### src/design/qsv_pkg.sv
// ----------------------------------------------------------------------------
// qsv_pkg
// Shared types and constants of the state-vector gate engine.
// ----------------------------------------------------------------------------
package qsv_pkg;

	localparam int QUBIT_COUNT_DEF = 10;
	localparam int Q_W            = 18;
	localparam int PROD_W         = 2 * Q_W;
	localparam int SUM_W          = PROD_W + 2;
	localparam logic signed [Q_W-1:0] Q_ONE = 18'sd65536;
	localparam logic signed [Q_W-1:0] Q_MAX = 18'sd131071;
	localparam logic signed [Q_W-1:0] Q_MIN = -18'sd131072;

	typedef enum logic [1:0] {
		CMD_VACUUM = 2'd0,
		CMD_GATE   = 2'd1,
		CMD_CGATE  = 2'd2,
		CMD_READ   = 2'd3
	} cmd_code_t;

	typedef enum logic [1:0] {
		RD_NONE = 2'd0,
		RD_X    = 2'd1,
		RD_Y    = 2'd2,
		RD_IDX  = 2'd3
	} rd_sel_t;

	typedef enum logic [1:0] {
		WR_NONE = 2'd0,
		WR_CLR  = 2'd1,
		WR_X    = 2'd2,
		WR_Y    = 2'd3
	} wr_sel_t;

	typedef struct packed {
		logic    load;
		logic    cnt_clr;
		logic    cnt_inc;
		rd_sel_t rd_sel;
		wr_sel_t wr_sel;
		logic    lat_x;
		logic    lat_y;
		logic    mul_en;
		logic [1:0] comp;
		logic    push;
	} ctl_cmd_t;

	typedef struct packed {
		cmd_code_t cmd;
		logic      reject;
		logic      skip;
		logic      last_all;
		logic      last_pair;
	} dp_stat_t;

endpackage

### src/design/qsv_ctrl.sv
// ----------------------------------------------------------------------------
// qsv_ctrl
// Sequencer: steps through vacuum fill, pair-wise gate updates and reads.
// ----------------------------------------------------------------------------
module qsv_ctrl import qsv_pkg::*; (
	input  logic     clk,
	input  logic     arst_n,
	input  logic     in_valid,
	output logic     in_stall,
	input  logic     out_free,
	input  dp_stat_t stat,
	output ctl_cmd_t ctl
);

	typedef enum logic [14:0] {
		S_IDLE = 15'b000000000000001,
		S_DISP = 15'b000000000000010,
		S_CLR  = 15'b000000000000100,
		S_RX   = 15'b000000000001000,
		S_RY   = 15'b000000000010000,
		S_LY   = 15'b000000000100000,
		S_M0   = 15'b000000001000000,
		S_M1   = 15'b000000010000000,
		S_M2   = 15'b000000100000000,
		S_M3   = 15'b000001000000000,
		S_FIN  = 15'b000010000000000,
		S_WX   = 15'b000100000000000,
		S_WY   = 15'b001000000000000,
		S_RDA  = 15'b010000000000000,
		S_DONE = 15'b100000000000000
	} state_t;

	state_t state_q, state_d;
	logic   boot_q;
	logic   accept;

	assign in_stall = (state_q != S_IDLE);
	assign accept   = in_valid && !in_stall;

	always_comb begin
		state_d = state_q;
		ctl     = '0;
		case (state_q)
			S_IDLE: begin
				if (accept) begin
					ctl.load = 1'b1;
					state_d  = S_DISP;
				end
			end
			S_DISP: begin
				ctl.cnt_clr = 1'b1;
				case (stat.cmd)
					CMD_VACUUM: state_d = S_CLR;
					CMD_READ:   state_d = S_RDA;
					default:    state_d = stat.reject ? S_DONE : S_RX;
				endcase
			end
			S_CLR: begin
				ctl.wr_sel  = WR_CLR;
				ctl.cnt_inc = 1'b1;
				if (stat.last_all) begin
					state_d = boot_q ? S_IDLE : S_DONE;
				end
			end
			S_RX: begin
				if (stat.skip) begin
					ctl.cnt_inc = 1'b1;
					if (stat.last_pair) begin
						state_d = S_DONE;
					end
				end else begin
					ctl.rd_sel = RD_X;
					state_d    = S_RY;
				end
			end
			S_RY: begin
				ctl.rd_sel = RD_Y;
				ctl.lat_x  = 1'b1;
				state_d    = S_LY;
			end
			S_LY: begin
				ctl.lat_y = 1'b1;
				state_d   = S_M0;
			end
			S_M0: begin
				ctl.mul_en = 1'b1;
				ctl.comp   = 2'd0;
				state_d    = S_M1;
			end
			S_M1: begin
				ctl.mul_en = 1'b1;
				ctl.comp   = 2'd1;
				state_d    = S_M2;
			end
			S_M2: begin
				ctl.mul_en = 1'b1;
				ctl.comp   = 2'd2;
				state_d    = S_M3;
			end
			S_M3: begin
				ctl.mul_en = 1'b1;
				ctl.comp   = 2'd3;
				state_d    = S_FIN;
			end
			S_FIN: begin
				state_d = S_WX;
			end
			S_WX: begin
				ctl.wr_sel = WR_X;
				state_d    = S_WY;
			end
			S_WY: begin
				ctl.wr_sel  = WR_Y;
				ctl.cnt_inc = 1'b1;
				state_d     = stat.last_pair ? S_DONE : S_RX;
			end
			S_RDA: begin
				ctl.rd_sel = RD_IDX;
				state_d    = S_DONE;
			end
			S_DONE: begin
				if (out_free) begin
					ctl.push = 1'b1;
					state_d  = S_IDLE;
				end
			end
			default: state_d = S_IDLE;
		endcase
	end

	always_ff @(posedge clk or negedge arst_n) begin
		if (!arst_n) begin
			state_q <= S_CLR;
			boot_q  <= 1'b1;
		end else begin
			state_q <= state_d;
			if (state_q == S_CLR && stat.last_all) begin
				boot_q <= 1'b0;
			end
		end
	end

	a_accept_disp: assert property (@(posedge clk) disable iff (!arst_n)
		accept |=> state_q == S_DISP) else $error("accepted item not dispatched");
	a_push_free: assert property (@(posedge clk) disable iff (!arst_n)
		ctl.push |-> out_free) else $error("result pushed into full slot");
	a_pair_next: assert property (@(posedge clk) disable iff (!arst_n)
		state_q == S_WY |=> (state_q == S_RX || state_q == S_DONE))
		else $error("bad step after pair write");

endmodule

### config.mk
export PLATFORM = sky130hd
export DESIGN_NAME = qsv_ctrl
export DESIGN_NICKNAME = d
export VERILOG_FILES = /design/src/design/qsv_pkg.sv /design/src/design/qsv_ctrl.sv
export SDC_FILE = /design/constraint.sdc
export NUM_CORES = 1
export LEC_CHECK = 0
export BUFFER_PORTS_ARGS = -buffer_cell sky130_fd_sc_hd__buf_2
export CAP_MARGIN = 20
export CORE_MARGIN = 2
export CORE_UTILIZATION = 53
export CTS_BUF_LIST = sky130_fd_sc_hd__clkbuf_16
export CTS_CLUSTER_DIAMETER = 40
export CTS_CLUSTER_SIZE = 16
export DETAILED_ROUTE_END_ITERATION = 10
export GPL_ROUTABILITY_DRIVEN = 1
export PLACE_DENSITY = 0.78
export SETUP_SLACK_MARGIN = 0.02
export SKIP_LAST_GASP = 1
export SYNTH_ARGS = -nofsm -noshare
export SYNTH_HDL_FRONTEND = slang
export SYNTH_SLANG_ARGS = --single-unit
### constraint.sdc
create_clock -name clk -period 2.04 [get_ports clk]
set_input_delay 0 -clock clk [delete_from_list [all_inputs] [get_ports clk]]
set_output_delay 0 -clock clk [all_outputs]
set_load 0.03 [all_outputs]
==> summary.txt, run 1 <==
=======================================================================================
WP data arrival                                                                 2.25 ns
Relative area change from synthesis to final layout                              49.50%
Number of synthesized flops with an enable pin                                        0
Setup repair after global routing missed its margin                                true
Final slew viol count                                                                 0
Power density relative to cell area                                        944.8 nW/µm²
Worst setup path class                                                       reg -> out
Buffer cell driving the clock tree root                                       clkbuf_16
Library cell occupying the most area in the post-synthesis netlist              dfrtp_1
Clock tree from TritonCTS                                                           yes
Clk pin slew, worst setup/hold paths                                            0.05 ns
Routed Antenna Nets                                                                   0
Largest net degree at the start of global routing                                    17
PnR Total Power                                                                1.603 mW
Area of the die                                                                2528 µm²
Net Count, Synth                                                                    135
Sinks on Clock Net                                                                   16
Die Span X                                                                     50.28 µm
Count of state elements after synthesis                                              16
Maximum VDD drop                                                            0.0007649 V
Async set or reset register ratio after synthesis                                100.0%
Height of the chip                                                             50.28 µm
Final net count                                                                     185
RePlAce Congestion                                                               0.8887
Slowest cell on crit path                                                       dfrtp_2
Via density per instance                                                          6.246
All-Layer GR Usage                                                               26.32%
Netlist cell types                                                                   48
Port bufs                                                                            23
Yosys warning count                                                                   0
Later-pin clock latency in the skew report                                      0.25 ns
Number of global-route vias before repair                                          1043
Period minus WS final                                                          2.246 ns
Switching Fraction                                                               39.88%
Number of violations reported at the end of detailed-routing iteration 0             99
Portion of synthesized cell area occupied by the leading cell type               30.87%
Worst setup slack after layout                                               -0.2061 ns
Sequential-to-total area share from yosys stat                                   35.50%
Pre-Repair DR Iteration Count                                                         5
Part of the total power dissipated in sequential elements                         25.6%
First-pass GRT wire length                                                      4974 µm
Boundary pin count                                                                   24
Outcome                                                                    finished with violations
Final number of hold-violating endpoints                                              0
Internal                                                                      0.9636 mW
Synthesized instance count                                                          123
Largest stage delay on the critical path                                        0.42 ns
Sw power                                                                      0.6393 mW
Routed wirelength normalized by instance count                                 18.24 µm
Maximum fanout count along the critical path                                          3
Avg Cell Area, Syn                                                            9.226 µm²
Ant diodes                                                                            0
Period Utilization, post-route                                                   110.1%
Worst endpoint required time                                                    2.04 ns
Row cnt                                                                              16
CTS max path bufs                                                                     2
Path class of the lowest-slack min-delay path                                 in -> reg
Synth top area cells                                                       dfrtp_1 31%, nor3b_1 5.3%, dfstp_2 4.6%, nor4_4 3.7%, nor2_1 3.6%
Main flop type after synthesis                                                  dfrtp_1
Max-cap check violation count                                                         0
Cell-by-cell trace of the critical path                                    nor4_4 > buf_4 > nand3_1 > or3_4 > nor3b_2 > or2_1 > clkbuf_4
Share of power burned in combinational logic                                      49.5%
Wirelength, routed                                                              3630 µm
Layout cells sized above 1                                                       45.35%
Summed negative setup slack over all endpoints                               -0.5422 ns
Highest clock frequency the design can meet                                   445.2 MHz
Element type at the critical path start                                        register
Detailed-route DRC error count                                                        0
Number of buffers created by CTS                                                      3
Starting density of the core                                                     57.26%
Cell area after technology mapping                                             1135 µm²
Kind of end point of the critical path                                      output port
Core region area                                                               1982 µm²
Relative slew slack                                                              55.61%
Violated checks                                                            negative setup slack
Final count of negative-setup-slack endpoints                                         5
Static Leakage                                                                0.8350 nW
Via Count                                                                          1243
Layout Skew                                                                 0.001161 ns
Power share of the clock group                                                    24.8%
Number of antenna violations at the first check in global routing                     0
H-Tree Depth                                                                          1
Slew at the pin closest to its max-slew limit                                 0.6567 ns
HPWL after detailed placement                                                   2043 µm
Grt total ovfl                                                                        0
=======================================================================================
cell usage in the layout (no fill, tap or decap), drive strengths merged, types with 5 or more instances in the layout:
cell     n
and3     6
nor3b    9
or4      5
clkbuf   5
nor3     6
buf     44
nor2    11
o21ai    6
inv      7
nor4     5
dfrtp   14
cells by family (layout without fill, tap and decap cells):
group | Yosys count | in the layout | share of synthesized area (%)
AOI/OAI and AO/OA | 19 | 19 | 11.25
xor gates and xnor gates | 5 | 5 | 3.860
adders and majority gates | 2 | 2 | 2.205
buffers and inverters | 12 | 61 | 4.852
DFF | 16 | 16 | 35.50
and+or+nand+nor | 69 | 69 | 42.34
routing by layer:
metal	global-route usage, %	part of all wire (%)	routed length [µm]
met5	0	0	0
met4	9.722	3.2	116
met3	5.060	8.6	312
met2	41.89	50	1798
met1	35.29	39	1402
layout make-up:
class	count	area, µm²
clock buffer	3	75.07
clock inverter	1	3.754
fill	98	285.3
inverter	7	26.28
multi-input combinational	95	797.0
sequential	16	406.6
tap	27	33.78
timing repair buffer	50	354.1
registers in the layout (all words and copies together) (netlist names):
signal and count:
state_q 15, boot_q 1
stage by stage:
stage                     setup slack, ns  util, %  instances  hold slack [ns]  area (µm²)
after floorplan                   -0.2270        -        123          -0.2956        1150
after global placement           -0.01481    67.49        177         -0.07042        1338
after detailed placement         -0.05384    67.49        177         -0.07072        1338
after CTS                         -0.1255    78.91        194         0.008635        1564
after global routing              -0.2283    85.61        199          0.03510        1697
final                             -0.2061    85.61        199          0.01024        1697
power groups by stage:
stage | sequential, mW | clock, mW | combinational, mW
finish | 0.411 | 0.398 | 0.794
global route | 0.414 | 0.412 | 0.839
detailed placement | 0.410 | 0 | 0.590
CTS | 0.403 | 0.393 | 0.678
global placement | 0.408 | 0 | 0.581
floorplan | 0.390 | 0 | 0.450
synth_stat cells, types with 2 or more instances:
| library cell | n |
|---|---|
| dfrtp_1 | 14 |
| nor2_1 | 11 |
| nor3b_1 | 8 |
| inv_1 | 7 |
| o21ai_0 | 6 |
| and3_1 | 5 |
| nor3_1 | 5 |
| nand3_1 | 4 |
| nand2_1 | 3 |
| nor4_1 | 3 |
| nor4b_1 | 3 |
| or4_1 | 3 |
| xor2_1 | 3 |
| a21oi_1 | 2 |
| buf_2 | 2 |
| clkbuf_1 | 2 |
| dfstp_2 | 2 |
| ha_1 | 2 |
| nand2b_1 | 2 |
| nand4_1 | 2 |
| nor2b_1 | 2 |
| nor4_4 | 2 |
| or2_1 | 2 |
| or3_1 | 2 |
| or4_4 | 2 |
| xnor2_1 | 2 |
critical path: cells and delay by family, from the launching register on:
| family | cells | cell delay [ns] |
|---|---|---|
| and+or+nand+nor | 5 | 1.21 |
| buffers and inverters | 2 | 0.36 |
| DFF | 1 | 0.42 |
path summary, 6_finish.rpt:
check / start / endpoint / slack [ns] / cells past startpoint
max: state_q[3] / ctl[1] / -0.21 / 7
min: in_valid / state_q[1] / 0.01 / 3
max reg2reg: state_q[7] / state_q[0] / 0.03 / 6
min reg2reg: boot_q / boot_q / 0.51 / 1
max in group asynchronous: arst_n / state_q[2] / 1.55 / 2
min in group asynchronous: arst_n / state_q[0] / 0.19 / 2
timing repair:
item | 4_1_cts | 5_1_grt
gates resized for setup | 11 | 20
setup endpoints to repair | 6 | 12
hold buffers | 4 | 0
setup buffers | 9 | 5
pin swaps | 6 | 11
hold endpoints to repair | 20 | 0
No activity file was read; power rests on OpenSTA's default activity.
==> run 2, diff against run 1 <==
CAP_MARGIN = unset   (was 20)
CELL_PAD_IN_SITES_DETAIL_PLACEMENT = 0   (was unset)
CELL_PAD_IN_SITES_GLOBAL_PLACEMENT = 1   (was unset)
CORE_UTILIZATION = 40   (was 53)
PLACE_DENSITY = unset   (was 0.78)
PLACE_DENSITY_LB_ADDON = 0.1   (was unset)
==> run 2 against run 1 <==
Net effect: the flow still finishes with violations (negative setup slack); utilization decreased by 24 points; combinational power is 2.6% lower; via count shrank 6.1%; non-clock buffer count increased by 1; first-iteration DRC count is 73% lower; clock-buffer cell count stayed put; critical endpoint is now ctl[7].
==> summary.txt, run 2 (synthesis gave the netlist of run 1 again) <==
=======================================================================================
Pre-Repair DR Iteration Count                                                         4   was 5
WP data arrival                                                                 2.14 ns   was 2.25 ns
GR met2 Demand/Resource                                                          32.02%   was 41.89%
Number of flip-flops in the largest register                                         15   unchanged
Highest clock frequency the design can meet                                   466.8 MHz   was 445.2 MHz
All-Layer GR Usage                                                               20.35%   was 26.32%
Power density relative to cell area                                        929.6 nW/µm²   was 944.8 nW/µm²
Via Count                                                                          1167   was 1243
Maximum fanout count along the critical path                                          4   was 3
Fraction of the core area covered by cells at the end of the flow                61.83%   was 85.61%
Sw power                                                                      0.6069 mW   was 0.6393 mW
Worst Hold Depth                                                                      3   unchanged
First-pass GRT wire length                                                      5133 µm   was 4974 µm
Final count of negative-setup-slack endpoints                                         2   was 5
End of the worst register-to-register path                                   state_q[0]   unchanged
Worst setup slack before clock tree synthesis                                0.08561 ns   was -0.05384 ns
Layout cells sized above 1                                                       45.66%   was 45.35%
Library cell appearing most often on the critical path                            or4_4
Final slew viol count                                                                 0   unchanged
H-Tree Depth                                                                          1   unchanged
R2R Path Start                                                               state_q[2]   was state_q[7]
RePlAce Congestion                                                               0.8118   was 0.8887
Clock tree from TritonCTS                                                           yes   unchanged
Detailed-route DRC error count                                                        0   unchanged
Met3 demand-to-capacity share in global routing                                  3.175%   was 5.060%
Slew at the pin closest to its max-slew limit                                 0.3781 ns   was 0.6567 ns
Worst setup path class                                                       reg -> out   unchanged
Via density per instance                                                          5.721   was 6.246
Clk pin slew, worst setup/hold paths                                            0.05 ns   about the same
Worst setup slack after layout                                               -0.1021 ns   was -0.2061 ns
R2r worst-path depth                                                                  7   was 6
Global-route track usage on met1                                                 28.61%   was 35.29%
Number of buffers created by CTS                                                      3   unchanged
Row cnt                                                                              19   was 16
Grt total ovfl                                                                        0   unchanged
Internal                                                                      0.9645 mW   was 0.9636 mW
Maximum VDD drop                                                            0.0008500 V   was 0.0007649 V
Share of power burned in combinational logic                                      49.2%   was 49.5%
Kind of end point of the critical path                                      output port   unchanged
Starting density of the core                                                     41.51%   was 57.26%
Number of antenna violations at the first check in global routing                     0   unchanged
Final number of hold-violating endpoints                                              0   unchanged
Violated checks                                                            negative setup slack   unchanged
Number of violations reported at the end of detailed-routing iteration 0             27   was 99
Startpoint of the most critical hold path                                      in_valid   unchanged
Port bufs                                                                            23   unchanged
Reg-to-reg slack, setup                                                         0.11 ns   was 0.03 ns
Boundary pin count                                                                   24   unchanged
CTS max path bufs                                                                     2   unchanged
Ant diodes                                                                            0   unchanged
Most used cells in the layout excluding fill and tap cells                 26 x buf_4, 17 x buf_2, 11 x dfrtp_1   was 24 x buf_4, 17 x buf_2, 11 x dfrtp_1
Period Utilization, post-route                                                   105.0%   was 110.1%
Final net count                                                                     186   was 185
Largest registers                                                          state_q x15, boot_q x1   unchanged
Area of the die                                                                3279 µm²   was 2528 µm²
Die Span X                                                                     57.27 µm   was 50.28 µm
Largest net degree at the start of global routing                                    17   unchanged
Relative area change from synthesis to final layout                              48.95%   was 49.50%
Switching Fraction                                                               38.62%   was 39.88%
Layout Skew                                                                 0.003076 ns   was 0.001161 ns
Most common library cell in the layout ignoring fill and taps                     buf_4   unchanged
Height of the chip                                                             57.27 µm   was 50.28 µm
Number of global-route vias before repair                                          1118   was 1043
Path class of the lowest-slack min-delay path                                 in -> reg   unchanged
Element type at the critical path start                                        register   unchanged
Wirelength, routed                                                              3107 µm   was 3630 µm
Routed Antenna Nets                                                                   0   unchanged
Endpoint of the worst hold path                                              state_q[1]   unchanged
Power share of the clock group                                                    25.0%   was 24.8%
Static Leakage                                                                0.8236 nW   was 0.8350 nW
Setup repair after global routing missed its margin                                true   unchanged
Later-pin clock latency in the skew report                                      0.25 ns   about the same
Relative slew slack                                                              74.73%   was 55.61%
Worst endpoint required time                                                    2.04 ns   about the same
Cell-by-cell trace of the critical path                                    or4_4 > or4_4 > nor3b_4 > or2_1 > buf_6   was nor4_4 > buf_4 > nand3_1 > or3_4 > nor3b_2 > or2_1 > clkbuf_4
HPWL after detailed placement                                                   2228 µm   was 2043 µm
Max-cap check violation count                                                         0   unchanged
Buffer cell driving the clock tree root                                       clkbuf_16   unchanged
Routed wirelength normalized by instance count                                 15.23 µm   was 18.24 µm
Core region area                                                               2734 µm²   was 1982 µm²
Slowest cell on crit path                                                         or4_4   was dfrtp_2
Part of the total power dissipated in sequential elements                         25.9%   was 25.6%
Period minus WS final                                                          2.142 ns   was 2.246 ns
Largest stage delay on the critical path                                        0.57 ns   was 0.42 ns
Global route hottest layer                                                         met2   unchanged
Register name with the most flops                                               state_q   unchanged
Sinks on Clock Net                                                                   16   unchanged
Outcome                                                                    finished with violations   unchanged
=======================================================================================
## run 2: timing repair
item / CTS / global route
gates resized for setup: 9 / 23
setup buffers: 4 / 5
endpoints found under the setup margin: 5 / 12
pin swaps: 2 / 6
endpoints found under the hold margin: 20 / 0
hold buffers: 4 / 0
## run 2: worst max-delay path by stage
stage                     from  endpoint  slack [ns]  cells past startpoint
global placement    state_q[3]    ctl[7]        0.07                      6
global route        state_q[3]    ctl[7]       -0.17                      7
CTS                 state_q[7]    ctl[7]       -0.08                      5
floorplan           state_q[7]    ctl[9]       -0.23                      4
detailed placement  state_q[3]    ctl[1]        0.09                      6
finish              state_q[7]    ctl[7]       -0.10                      5
## run 2: area by class of cell
cell class	instances	area (µm²)
clock buffers	3	75.07
clock inverters	1	3.754
fillers	241	1044
inverters	7	26.28
multi-input cells	95	774.5
flip-flops and latches	16	406.6
well taps	31	38.79
repair buffers	51	365.4
## run 2: stage by stage
step | std cells | power, mW | TNS, ns | instance area [µm²] | hold slack [ns]
floorplan | 123 | 0.8399 | -0.2270 | 1150 | -0.2956
global placement | 187 | 1.018 | 0 | 1388 | -0.05727
detailed placement | 187 | 1.027 | 0 | 1388 | -0.05718
CTS | 199 | 1.484 | -0.1364 | 1573 | 0.02093
global route | 204 | 1.667 | -0.5976 | 1690 | 0.06286
finish | 204 | 1.571 | -0.1373 | 1690 | 0.01695
## run 2: metal layers
metal	part of all wire, %	wire length [µm]
met3	4.4	136
met5	0	0
met2	46	1441
met1	47	1471
met4	1.9	58
## run 2: power by group through the flow
stage	clock network [mW]	registers (mW)	logic [mW]
after global routing	0.415	0.411	0.841
after detailed placement	0	0.409	0.618
final	0.392	0.406	0.773
after global placement	0	0.405	0.612
after floorplan	0	0.390	0.450
after CTS	0.399	0.403	0.683
## run 2: worst max-delay path: cells and delay by family, from the launching register on
family	cells	cell delay (ns)
simple gates	4	1.39
flops	1	0.37
buf+inv	1	0.13
==> run 3, diff against run 2 <==
CORE_UTILIZATION = 43   (was 40)
clock period = 2.7 ns   (was 2.04 ns; I/O delays follow)
==> run 3 against run 2 <==
Net effect: worst setup slack better by 0.48 ns; global-route usage down 1.9 points; critical endpoint is now ctl[1]; the run now ends clean; sequential share of layout area up 5.0 points; flip-flop and latch count unchanged; design area down 18%; largest power group unchanged; clock power down 23%; register-to-register slack better by 0.51 ns; first-iteration DRC count unchanged.
==> summary.txt, run 3 (synthesis gave the netlist of run 1 again) <==
=======================================================================================
Outcome                                                                    complete, no violations   was finished with violations
Final number of hold-violating endpoints                                              0   unchanged
Later-pin clock latency in the skew report                                      0.25 ns   about the same
Area of the die                                                                3066 µm²   was 3279 µm²
Grt total ovfl                                                                        0   unchanged
Largest net degree at the start of global routing                                    17   unchanged
All-Layer GR Usage                                                               18.42%   was 20.35%
Highest clock frequency the design can meet                                   429.9 MHz
Footprint of the flip-flops and latches                                       402.9 µm²   was 406.6 µm²
Max-cap check violation count                                                         0   unchanged
HPWL after detailed placement                                                   1961 µm   was 2228 µm
Relative area change from synthesis to final layout                              22.27%   was 48.95%
Boundary pin count                                                                   24   unchanged
Kind of end point of the critical path                                      output port   unchanged
Layout cells sized above 1                                                       26.00%   was 45.66%
First-pass GRT wire length                                                      4464 µm   was 5133 µm
Global-route track usage on met1                                                 24.60%   was 28.61%
Final net count                                                                     163   was 186
Sw power                                                                      0.4053 mW   was 0.6069 mW
GR met2 Demand/Resource                                                          29.08%   was 32.02%
Pre-Repair DR Iteration Count                                                         4   unchanged
Element type at the critical path start                                        register   unchanged
Summed negative setup slack over all endpoints                                     0 ns   was -0.1373 ns
Final slew viol count                                                                 0   unchanged
Period minus WS final                                                          2.326 ns
Wirelength, routed                                                              2718 µm   was 3107 µm
Sinks on Clock Net                                                                   16   unchanged
Buffer cell driving the clock tree root                                       clkbuf_16   unchanged
Largest registers                                                          state_q x15, boot_q x1   unchanged
WP data arrival                                                                 2.33 ns   was 2.14 ns
Number of flip-flops in the largest register                                         15   unchanged
Routed wirelength normalized by instance count                                 15.10 µm   was 15.23 µm
Port bufs                                                                            23   unchanged
Internal                                                                      0.6182 mW   was 0.9645 mW
Filler cell count                                                                   239   was 241
Number of violations reported at the end of detailed-routing iteration 0             27   unchanged
Cell-by-cell trace of the critical path                                    nor4_4 > nand3_1 > or3_1 > nor3b_1 > or2_1 > buf_2   was or4_4 > or4_4 > nor3b_4 > or2_1 > buf_6
Worst Hold Depth                                                                      3   unchanged
Most common library cell in the layout ignoring fill and taps                     buf_2   was buf_4
Clk pin slew, worst setup/hold paths                                            0.05 ns   about the same
Reg-to-reg slack, setup                                                         0.62 ns   was 0.11 ns
Slew at the pin closest to its max-slew limit                                 0.6889 ns   was 0.3781 ns
Largest stage delay on the critical path                                        0.49 ns   was 0.57 ns
Routed Antenna Nets                                                                   0   unchanged
Maximum fanout count along the critical path                                         10   was 4
Core region area                                                               2500 µm²   was 2734 µm²
Detailed-route DRC error count                                                        0   unchanged
Maximum VDD drop                                                            0.0007074 V   was 0.0008500 V
RePlAce Congestion                                                               0.8490   was 0.8118
Fraction of the core area covered by cells at the end of the flow                55.51%   was 61.83%
Number of antenna violations at the first check in global routing                     0   unchanged
Power share of the clock group                                                    29.3%   was 25.0%
Met3 demand-to-capacity share in global routing                                  3.044%   was 3.175%
CTS max path bufs                                                                     2   unchanged
Slowest cell on crit path                                                       dfrtp_1   was or4_4
Die Span X                                                                     55.37 µm   was 57.27 µm
H-Tree Depth                                                                          1   unchanged
Global route hottest layer                                                         met2   unchanged
Static Leakage                                                                0.6943 nW   was 0.8236 nW
Starting density of the core                                                     45.40%   was 41.51%
Number of buffers created by CTS                                                      3   unchanged
Via density per instance                                                          5.867   was 5.721
Worst setup path class                                                       reg -> out   unchanged
Final count of negative-setup-slack endpoints                                         0   was 2
R2r worst-path depth                                                                  5   was 7
Period Utilization, post-route                                                   86.15%
Worst endpoint required time                                                    2.70 ns   was 2.04 ns
Switching Fraction                                                               39.60%   was 38.62%
Power density relative to cell area                                        737.6 nW/µm²   was 929.6 nW/µm²
Share of power burned in combinational logic                                      39.0%   was 49.2%
Combined area of the multi-input logic cells                                  676.9 µm²   was 774.5 µm²
Setup repair after global routing missed its margin                               false   was true
Relative slew slack                                                              53.65%   was 74.73%
Most used cells in the layout excluding fill and tap cells                 23 x buf_2, 14 x dfrtp_1, 11 x nor2_1   was 26 x buf_4, 17 x buf_2, 11 x dfrtp_1
Part of the total power dissipated in sequential elements                         31.7%   was 25.9%
Number of global-route vias before repair                                           986   was 1118
Path class of the lowest-slack min-delay path                                 in -> reg   unchanged
Resized Gates After CTS                                                               0   was 9
Layout Skew                                                                 0.003214 ns   was 0.003076 ns
Via Count                                                                          1056   was 1167
Register name with the most flops                                               state_q   unchanged
Height of the chip                                                             55.37 µm   was 57.27 µm
Ant diodes                                                                            0   unchanged
Clock tree from TritonCTS                                                           yes   unchanged
Row cnt                                                                              18   was 19
=======================================================================================
run 3: routing by layer:
layer	wire (µm)	vias to the layer above
met5	0	-
met4	47	0
met3	151	5
met2	1197	34
met1	1321	503
li1	-	514
run 3: critical path, delay by kind of cell, from the launching register on:
family,cells,cell delay (ns)
flops,1,0.49
simple gates,5,1.40
buf+inv,1,0.18
run 3: worst paths after layout:
check,from,to
max,state_q[5],ctl[1]
min,stat[3],state_q[3]
max reg2reg,state_q[7],state_q[0]
min reg2reg,boot_q,boot_q
max in group asynchronous,arst_n,state_q[2]
min in group asynchronous,arst_n,state_q[7]
run 3: area by class of cell:
cell class | count | area share (%)
Tap cell | 30 | 2.705
Clock buffer | 3 | 5.410
Inverter | 7 | 1.894
Sequential cell | 16 | 29.04
Multi-Input combinational cell | 95 | 48.78
Timing Repair Buffer | 28 | 11.90
Clock inverter | 1 | 0.2705
run 3: through the flow:
| stage | instances | power [mW] | instance area (µm²) | hold WS (ns) | setup WS, ns |
|---|---|---|---|---|---|
| 2_1_floorplan | 123 | 0.6273 | 1135 | -0.2956 | 0.04987 |
| 3_3_place_gp | 171 | 0.7215 | 1259 | -0.06150 | 0.6464 |
| 3_5_place_dp | 171 | 0.7219 | 1259 | -0.05551 | 0.6517 |
| 4_1_cts | 180 | 1.027 | 1388 | 0.04585 | 0.3607 |
| 5_1_grt | 180 | 1.079 | 1388 | 0.09921 | 0.2074 |
| 6_report | 180 | 1.024 | 1388 | 0.04649 | 0.3741 |
run 3: power groups by stage:
stage	Clock, mW	Combinational [mW]	Sequential (mW)
floorplan	0	0.333	0.294
global placement	0	0.397	0.324
detailed placement	0	0.396	0.326
CTS	0.304	0.401	0.322
global route	0.313	0.438	0.328
finish	0.300	0.399	0.324
run 3: timing repair:
item	in CTS	in global routing
buffers inserted	0	0
endpoints found under the setup margin	0	0
hold buffers	5	0
endpoints found under the hold margin	21	0
